`src/hdl/bba_pkg.sv`:
```
package bba_pkg;

    localparam int WORD_W       = 32;
    localparam int BIT_W        = 5;
    localparam int SIZE_W       = 10;
    localparam int INDEX_W      = 9;
    localparam int STATUS_W     = 2;
    localparam int FIRST_USABLE = 2;
    localparam logic [SIZE_W-1:0] SIZE_RESET = 10'd512;

    // blocks 0 and 1 are reserved, so word 0 comes out of reset with them set
    localparam logic [WORD_W-1:0] WORD0_RESET = 32'h0000_0003;

    localparam logic [STATUS_W-1:0] ST_OK        = 2'd0;
    localparam logic [STATUS_W-1:0] ST_NO_FREE   = 2'd1;
    localparam logic [STATUS_W-1:0] ST_BAD_INDEX = 2'd2;

    localparam logic OP_ALLOC = 1'b0;
    localparam logic OP_FREE  = 1'b1;

    typedef struct packed {
        logic               opcode;
        logic [INDEX_W-1:0] block_index;
    } req_t;

    typedef struct packed {
        logic [STATUS_W-1:0] status;
        logic [INDEX_W-1:0]  allocated_index;
    } rsp_t;

    typedef enum logic [1:0] {
        S_IDLE,
        S_FREE,
        S_SCAN
    } state_t;

    // lowest set bit of a word
    function automatic logic [BIT_W-1:0] first_one(input logic [WORD_W-1:0] v);
        logic [BIT_W-1:0] pos;
        pos = '0;
        for (int i = WORD_W - 1; i >= 0; i--)
        begin
            if (v[i])
            begin
                pos = BIT_W'(i);
            end
        end
        return pos;
    endfunction

endpackage

```
`src/hdl/bba_map_ram.sv`:
```
module bba_map_ram
    import bba_pkg::*;
#(
    parameter int MAX_BLOCKS = 512,
    localparam int NUM_WORDS = (MAX_BLOCKS + WORD_W - 1) / WORD_W,
    localparam int WADDR_W   = (NUM_WORDS > 1) ? $clog2(NUM_WORDS) : 1
)
(
    input  logic              clk,
    input  logic              rst_n,
    input  logic              rd_en,
    input  logic [WADDR_W-1:0] rd_addr,
    output logic [WORD_W-1:0] rd_data,
    input  logic              wr_en,
    input  logic [WADDR_W-1:0] wr_addr,
    input  logic [WORD_W-1:0] wr_data
);

    localparam int MEM_DEPTH = 1 << WADDR_W;

    logic [WORD_W-1:0]  mem [MEM_DEPTH];
    logic [WORD_W-1:0]  mem_q_reg;
    logic [MEM_DEPTH-1:0] valid_reg;
    logic               rd_valid_reg;
    logic [WADDR_W-1:0] rd_addr_reg;

    always_ff @(posedge clk)
    begin
        if (wr_en)
        begin
            mem[wr_addr] <= wr_data;
        end
        if (rd_en)
        begin
            mem_q_reg   <= mem[rd_addr];
            rd_addr_reg <= rd_addr;
        end
    end

    // words never written read as their reset pattern
    always_ff @(posedge clk or negedge rst_n)
    begin
        if (!rst_n)
        begin
            valid_reg    <= '0;
            rd_valid_reg <= 1'b0;
        end
        else
        begin
            if (wr_en)
            begin
                valid_reg[wr_addr] <= 1'b1;
            end
            if (rd_en)
            begin
                rd_valid_reg <= valid_reg[rd_addr];
            end
        end
    end

    always_comb
    begin
        if (rd_valid_reg)
        begin
            rd_data = mem_q_reg;
        end
        else if (rd_addr_reg == '0)
        begin
            rd_data = WORD0_RESET;
        end
        else
        begin
            rd_data = '0;
        end
    end

endmodule

```
`src/hdl/bba_ctrl.sv`:
```
module bba_ctrl
    import bba_pkg::*;
#(
    parameter int MAX_BLOCKS = 512,
    localparam int NUM_WORDS = (MAX_BLOCKS + WORD_W - 1) / WORD_W,
    localparam int WADDR_W   = (NUM_WORDS > 1) ? $clog2(NUM_WORDS) : 1,
    localparam int EFF_W     = ($clog2(MAX_BLOCKS + 1) > SIZE_W) ?
                               $clog2(MAX_BLOCKS + 1) : SIZE_W
)
(
    input  logic               clk,
    input  logic               rst_n,
    input  logic               start,
    output logic               busy,
    input  req_t               req,
    input  logic [EFF_W-1:0]   eff_size,
    output logic               done,
    output rsp_t               rsp,
    output logic               rd_en,
    output logic [WADDR_W-1:0] rd_addr,
    input  logic [WORD_W-1:0]  rd_data,
    output logic               wr_en,
    output logic [WADDR_W-1:0] wr_addr,
    output logic [WORD_W-1:0]  wr_data
);

    localparam int GIDX_W    = (WADDR_W + BIT_W > EFF_W) ? WADDR_W + BIT_W : EFF_W;

    state_t             state_reg, state_next;
    logic [WADDR_W-1:0] fword_reg, fword_next;
    logic [BIT_W-1:0]   fbit_reg, fbit_next;
    logic [WADDR_W:0]   issue_reg, issue_next;
    logic [WADDR_W-1:0] chk_w_reg, chk_w_next;
    logic               chk_vld_reg, chk_vld_next;
    logic               done_reg, done_next;
    rsp_t               rsp_reg, rsp_next;

    logic [GIDX_W-1:0]  fidx;
    logic               free_ok;
    logic               alloc_ok;
    logic [WADDR_W-1:0] last_w;
    logic [BIT_W-1:0]   last_bit;
    logic [WORD_W-1:0]  lo_mask;
    logic [WORD_W-1:0]  hi_mask;
    logic [WORD_W-1:0]  avail;
    logic               found;
    logic [BIT_W-1:0]   found_bit;
    logic [GIDX_W-1:0]  gidx;
    logic [EFF_W-1:0]   eff_m1;

    assign fidx     = GIDX_W'(req.block_index);
    assign free_ok  = (req.block_index >= INDEX_W'(FIRST_USABLE)) &&
                      (EFF_W'(req.block_index) < eff_size);
    assign alloc_ok = eff_size > EFF_W'(FIRST_USABLE);
    assign eff_m1   = eff_size - EFF_W'(1);
    assign last_w   = WADDR_W'(eff_m1 >> BIT_W);
    assign last_bit = eff_m1[BIT_W-1:0];

    // bits of the checked word that lie inside the managed range
    assign lo_mask   = (chk_w_reg == '0) ? ~((WORD_W'(1) << FIRST_USABLE) - WORD_W'(1))
                                         : '1;
    assign hi_mask   = (chk_w_reg == last_w) ? ~({{(WORD_W-1){1'b1}}, 1'b0} << last_bit)
                                             : '1;
    assign avail     = ~rd_data & lo_mask & hi_mask;
    assign found     = avail != '0;
    assign found_bit = first_one(avail);
    assign gidx      = (GIDX_W'(chk_w_reg) << BIT_W) | GIDX_W'(found_bit);

    always_comb
    begin
        state_next = state_reg;
        case (state_reg)
            S_IDLE:
            begin
                if (start)
                begin
                    if (req.opcode == OP_FREE)
                    begin
                        state_next = free_ok ? S_FREE : S_IDLE;
                    end
                    else
                    begin
                        state_next = alloc_ok ? S_SCAN : S_IDLE;
                    end
                end
            end
            S_FREE:
            begin
                state_next = S_IDLE;
            end
            S_SCAN:
            begin
                if (chk_vld_reg && (found || chk_w_reg == last_w))
                begin
                    state_next = S_IDLE;
                end
            end
            default:
            begin
                state_next = S_IDLE;
            end
        endcase
    end

    always_comb
    begin
        rd_en        = 1'b0;
        rd_addr      = issue_reg[WADDR_W-1:0];
        wr_en        = 1'b0;
        wr_addr      = chk_w_reg;
        wr_data      = rd_data;
        fword_next   = fword_reg;
        fbit_next    = fbit_reg;
        issue_next   = issue_reg;
        chk_w_next   = chk_w_reg;
        chk_vld_next = 1'b0;
        done_next    = 1'b0;
        rsp_next     = rsp_reg;
        case (state_reg)
            S_IDLE:
            begin
                if (start)
                begin
                    if (req.opcode == OP_FREE)
                    begin
                        if (free_ok)
                        begin
                            rd_en      = 1'b1;
                            rd_addr    = WADDR_W'(fidx >> BIT_W);
                            fword_next = WADDR_W'(fidx >> BIT_W);
                            fbit_next  = fidx[BIT_W-1:0];
                        end
                        else
                        begin
                            done_next = 1'b1;
                            rsp_next  = '{status: ST_BAD_INDEX, allocated_index: '0};
                        end
                    end
                    else
                    begin
                        if (alloc_ok)
                        begin
                            issue_next = '0;
                        end
                        else
                        begin
                            done_next = 1'b1;
                            rsp_next  = '{status: ST_NO_FREE, allocated_index: '0};
                        end
                    end
                end
            end
            S_FREE:
            begin
                wr_en     = 1'b1;
                wr_addr   = fword_reg;
                wr_data   = rd_data & ~(WORD_W'(1) << fbit_reg);
                done_next = 1'b1;
                rsp_next  = '{status: ST_OK, allocated_index: '0};
            end
            S_SCAN:
            begin
                // one word read per cycle, checked the cycle after
                if (issue_reg <= {1'b0, last_w})
                begin
                    rd_en        = 1'b1;
                    chk_vld_next = 1'b1;
                    chk_w_next   = issue_reg[WADDR_W-1:0];
                    issue_next   = issue_reg + (WADDR_W+1)'(1);
                end
                if (chk_vld_reg)
                begin
                    if (found)
                    begin
                        wr_en     = 1'b1;
                        wr_addr   = chk_w_reg;
                        wr_data   = rd_data | (WORD_W'(1) << found_bit);
                        done_next = 1'b1;
                        rsp_next  = '{status: ST_OK, allocated_index: gidx[INDEX_W-1:0]};
                    end
                    else if (chk_w_reg == last_w)
                    begin
                        done_next = 1'b1;
                        rsp_next  = '{status: ST_NO_FREE, allocated_index: '0};
                    end
                end
            end
            default:
            begin
                done_next = 1'b0;
            end
        endcase
    end

    always_ff @(posedge clk or negedge rst_n)
    begin
        if (!rst_n)
        begin
            state_reg   <= S_IDLE;
            chk_vld_reg <= 1'b0;
            done_reg    <= 1'b0;
        end
        else
        begin
            state_reg   <= state_next;
            chk_vld_reg <= chk_vld_next;
            done_reg    <= done_next;
        end
    end

    always_ff @(posedge clk)
    begin
        fword_reg <= fword_next;
        fbit_reg  <= fbit_next;
        issue_reg <= issue_next;
        chk_w_reg <= chk_w_next;
        rsp_reg   <= rsp_next;
    end

    assign busy = state_reg != S_IDLE;
    assign done = done_reg;
    assign rsp  = rsp_reg;

endmodule

```
`src/hdl/bitmap_block_allocator.sv`:
```
// first-fit bitmap block allocator, one used bit per block in 32-bit words
// command channel: a request (opcode, block_index) transfers on a rising edge
//   with start high and busy low; busy stays high while an accepted request is worked
// result channel: done pulses for one cycle with status and allocated_index;
//   the receiver cannot stall, the result must be taken in that cycle
// config channel: cfg_data (partition size) transfers when cfg_valid and
//   cfg_ready are high; cfg_ready is always high, write only while idle
// steps from the request to done:
//   rejected free, or allocate on a size of two or less: answered from idle
//   valid free: word read, then write back
//   allocate: the words covering the partition are read in order through the
//   single read port of the map memory, one word read per cycle, until a
//   free bit is found and set or the last word has been checked
// one request at a time; a new one may follow in the cycle done is high
// reset: map shows blocks 0 and 1 used and all others free, size is 512;
//   no clearing pass, per-word valid flags stand in for the reset value
module bitmap_block_allocator
    import bba_pkg::*;
#(
    parameter int MAX_BLOCKS = 512
)
(
    input  logic              clk,
    input  logic              rst_n,
    input  logic              start,
    output logic              busy,
    input  req_t              req,
    output logic              done,
    output rsp_t              rsp,
    input  logic              cfg_valid,
    output logic              cfg_ready,
    input  logic [SIZE_W-1:0] cfg_data
);

    localparam int NUM_WORDS = (MAX_BLOCKS + WORD_W - 1) / WORD_W;
    localparam int WADDR_W   = (NUM_WORDS > 1) ? $clog2(NUM_WORDS) : 1;
    localparam int EFF_W     = ($clog2(MAX_BLOCKS + 1) > SIZE_W) ?
                               $clog2(MAX_BLOCKS + 1) : SIZE_W;

    logic [SIZE_W-1:0]  psize_reg;
    logic [EFF_W-1:0]   eff_size;
    logic               rd_en;
    logic [WADDR_W-1:0] rd_addr;
    logic [WORD_W-1:0]  rd_data;
    logic               wr_en;
    logic [WADDR_W-1:0] wr_addr;
    logic [WORD_W-1:0]  wr_data;

    assign cfg_ready = 1'b1;

    always_ff @(posedge clk or negedge rst_n)
    begin
        if (!rst_n)
        begin
            psize_reg <= SIZE_RESET;
        end
        else if (cfg_valid && cfg_ready)
        begin
            psize_reg <= cfg_data;
        end
    end

    // size clamped to the map
    assign eff_size = (EFF_W'(psize_reg) > EFF_W'(MAX_BLOCKS)) ? EFF_W'(MAX_BLOCKS)
                                                               : EFF_W'(psize_reg);

    bba_ctrl #(
        .MAX_BLOCKS (MAX_BLOCKS)
    ) u_ctrl (
        .clk      (clk),
        .rst_n    (rst_n),
        .start    (start),
        .busy     (busy),
        .req      (req),
        .eff_size (eff_size),
        .done     (done),
        .rsp      (rsp),
        .rd_en    (rd_en),
        .rd_addr  (rd_addr),
        .rd_data  (rd_data),
        .wr_en    (wr_en),
        .wr_addr  (wr_addr),
        .wr_data  (wr_data)
    );

    bba_map_ram #(
        .MAX_BLOCKS (MAX_BLOCKS)
    ) u_map (
        .clk     (clk),
        .rst_n   (rst_n),
        .rd_en   (rd_en),
        .rd_addr (rd_addr),
        .rd_data (rd_data),
        .wr_en   (wr_en),
        .wr_addr (wr_addr),
        .wr_data (wr_data)
    );

endmodule
```
`config.mk`:
```
export PLATFORM = sky130hd
export DESIGN_NAME = bitmap_block_allocator
export DESIGN_NICKNAME = d
export VERILOG_FILES = /design/src/hdl/bba_pkg.sv /design/src/hdl/bba_map_ram.sv /design/src/hdl/bba_ctrl.sv /design/src/hdl/bitmap_block_allocator.sv
export SDC_FILE = /design/constraint.sdc
export NUM_CORES = 1
export LEC_CHECK = 0
export ABC_AREA = 0
export BUFFER_PORTS_ARGS = -buffer_cell sky130_fd_sc_hd__buf_2
export CORE_MARGIN = 5
export CORE_UTILIZATION = 40
export DETAILED_ROUTE_END_ITERATION = 8
export PLACE_DENSITY = 0.56
export SYNTH_ARGS = -nofsm -noshare
export SYNTH_HDL_FRONTEND = slang
export SYNTH_HIERARCHICAL = 1
export SYNTH_SLANG_ARGS = --single-unit
```
`constraint.sdc`:
```
create_clock -name clk -period 18.75 [get_ports clk]
set_input_delay 0 -clock clk [delete_from_list [all_inputs] [get_ports clk]]
set_output_delay 0 -clock clk [all_outputs]
set_load 0.005 [all_outputs]
```
==> impl_metrics.csv <==
group,metric,value,unit
run_status,status,"complete, no violations",
route,wl,66200,um
timing,rsz0062_at_grt,"no",
clock_network,cts_tree,"done",
timing,hold_violations,0,
timing,finalCritPeriodShare,34.6,%
clock_network,cts_buffer_depth,3,
floorplanning,io_pins,38,
synthesis,yosysTopAreaCellShare,66.7,%
synthesis,synth_edf_count,577,
power,max-vdd-ir-drop,102,uV
synthesis,async_flop_share,5.10,%
synthesis,synthesis.area,0.0260,mm2
setup_path,rrSetupSlack,12.26,ns
synthesis,yosys-top-cells-count,"577 x edfxtp_1, 164 x mux4_2, 100 x nand2_1, 59 x o21ai_0, 46 x and2_1",
placement,hpwl,36600,um
final_layout,diodes,0,
floorplanning,die_w,265,um
floorplanning,start_util,40.3,%
timing,timing.final.max_slew_violations,0,
synthesis,ys_warn_count,6,
timing,setup_viol,0,
clock_network,clk_pin_slew,0.06,ns
route,wl_per_cell,27.0,um
route,avgViaCountPerCell,5.78,
route,drt_drc_violations_left,0,
job,cap_viol_max_count,0,
final_layout,area.growth.synth_to_final,13.3,%
setup_path,crit_fanout,21,
placement,port_buffers,36,
synthesis,synth.avg_cell_area,17.9,um2
timing,fin_skew,0.0208,ns
setup_path,arrival,6.75,ns
power,power.density,136,mW/mm2
clock_network,clock_sinks,608,
setup_path,crit_type,"reg -> reg",
synthesis,ys_types,79,
global_routing,grt_max_degree,70,
setup_path,required,19.02,ns
final_layout,drive_gt1_share,25.5,%
final_layout,largest_reg_flops,512,
clock_network,post_cts_buffers,0,
synthesis,synth_most_common_cell,"edfxtp_1",
placement,gp_congestion,0.876,
setup_path,reg2reg_from,"psize_reg[9]",
synthesis,syn_nets,1495,
power,leakage,9.49,nW
final_layout,fillers,5506,
global_routing,antenna_found_initial,0,
synthesis,synth_top_area_cell,"edfxtp_1",
setup_path,timing.rr.end,"u_map/mem[4][17]",
route,drt_iter0_drc,1375,
floorplanning,dieArea,0.0702,mm2
floorplanning,rows,93,
synthesis,syn-instance-count,1450,
synthesis,synth_top_flop_cell,"edfxtp_1",
clock_network,clockRootBuffer,"clkbuf_16",
clock_network,htreeDepth,2,
worst_hold_path,hp-class,"in -> async",
final_layout,finalNetCount,1595,
setup_path,setup.worst_path.start_class,"flip-flop",
floorplanning,core,0.0645,mm2
global_routing,grt_pass1_vias,14396,
global_routing,grt_pass1_wl,97700,um
clock_network,clock_latency,0.62,ns
timing,slew_headroom,19.5,%
route,via_count,14149,
power,total_power,4.01,mW
floorplanning,fp.dieH,265,um
global_routing,track_usage,18.6,%
timing,tightest_slew,1.20,ns
global_routing,grt-ovfl-total,0,
timing,fmax,154,MHz
synthesis,ys_ff_latch,608,
setup_path,reg2regPathDepth,17,
timing,fin_setup_tns,0,ns
route,first_pass_iters,6,
synthesis,yosys-top-cells-area,"edfxtp_1 67%, mux4_2 14%, dfrtp_1 2.9%, nand2_1 1.4%, o21ai_0 1.1%",
route,ant_nets,0,
synthesis,synth-seq-area-share,69.6,%
timing,min_period,6.49,ns
clock_network,numCtsBuffers,59,
setup_path,cp-end-kind,"flip-flop",
-- final cells by class --
type	count	area (um2)	area share, %
Sequential cell	608	18100	61.4
Tap cell	855	1070	3.63
Timing Repair Buffer	114	848	2.88
Clock buffer	82	1630	5.52
Clock inverter	23	173	0.586
Multi-Input combinational cell	739	7530	25.6
Inverter	28	105	0.357
-- per-stage QoR --
step	util (%)	instances	instance area, um2	hold WS (ns)	setup WS (ns)
finish	45.7	2449	29500	0.00880	12.26
global route	45.7	2449	29500	0.0625	11.85
CTS	45.7	2449	29500	0.0121	12.19
detailed placement	42.4	2311	27300	0.131	12.23
global placement	42.4	2311	27300	0.124	12.32
floorplan	-	1450	26000	-0.296	12.04
-- worst max-delay path by stage --
stage | startpoint | to | cells past startpoint
6_report | psize_reg[9] | u_map/mem[4][17] | 17
5_1_grt | psize_reg[9] | u_map/mem_q_reg[8] | 16
4_1_cts | psize_reg[9] | u_map/mem_q_reg[12] | 16
3_5_place_dp | psize_reg[9] | u_map/mem_q_reg[12] | 16
3_3_place_gp | psize_reg[9] | u_map/mem_q_reg[6] | 16
2_1_floorplan | psize_reg[9] | u_map/mem[0][0] | 20
-- kinds of logic after synthesis --
family,Yosys count,share of synthesized area (%)
AOI/OAI and AO/OA,197,5.18
xor gates and xnor gates,10,0.390
adders and majority gates,21,1.01
buffers and inverters,103,1.98
DFF,608,69.6
muxes,186,15.3
other,1,0.0144
and+or+nand+nor,324,6.50
-- critical path, cell delays in order (launching register included) --
cell and delay (ns):
dfstp_2 0.64, nor2b_1 0.21, inv_1 0.21, ha_1 0.57, nand2b_1 0.25, nor4_2 0.31
xnor3_1 0.31, o211a_1 0.39, a41o_1 0.30, a21boi_0 0.33, nor4_2 0.09, buf_4 0.17
nand4_1 0.18, a31oi_1 0.12, nor2b_1 0.37, or3b_2 0.64, nor2_4 0.53, buf_4 0.47
-- where the power goes --
group	total (mW)	internal (mW)	leakage (nW)	switching, mW
logic	1.17	0.527	3.01	0.645
clock network	1.12	0.630	0.873	0.493
registers	1.71	1.67	5.61	0.0465
-- routing by layer --
layer | wire length [um] | global-route usage, %
met1 | 28800 | 26.4
met2 | 31400 | 29.7
met3 | 3770 | 2.99
met4 | 2240 | 6.18
met5 | 0 | 0
-- cell usage in the layout (no fill, tap or decap), types with 20 or more instances in the layout --
master and instances:
ha_1 21, clkbuf_16 62, dfrtp_1 30, o21ai_0 59
clkbuf_1 20, and2_1 46, mux4_2 164, a21oi_1 22
a31oi_1 20, dlygate4sd3_1 33, nand2_1 99, buf_2 36
nor2_1 31, edfxtp_1 577, buf_4 45, or2_2 23
inv_1 28
-- repair_timing --
action	in CTS	in global routing
hold buffers	33	0
hold endpoints to repair	60	0
gates resized for setup	0	0
(Power assumes the default switching activity.)
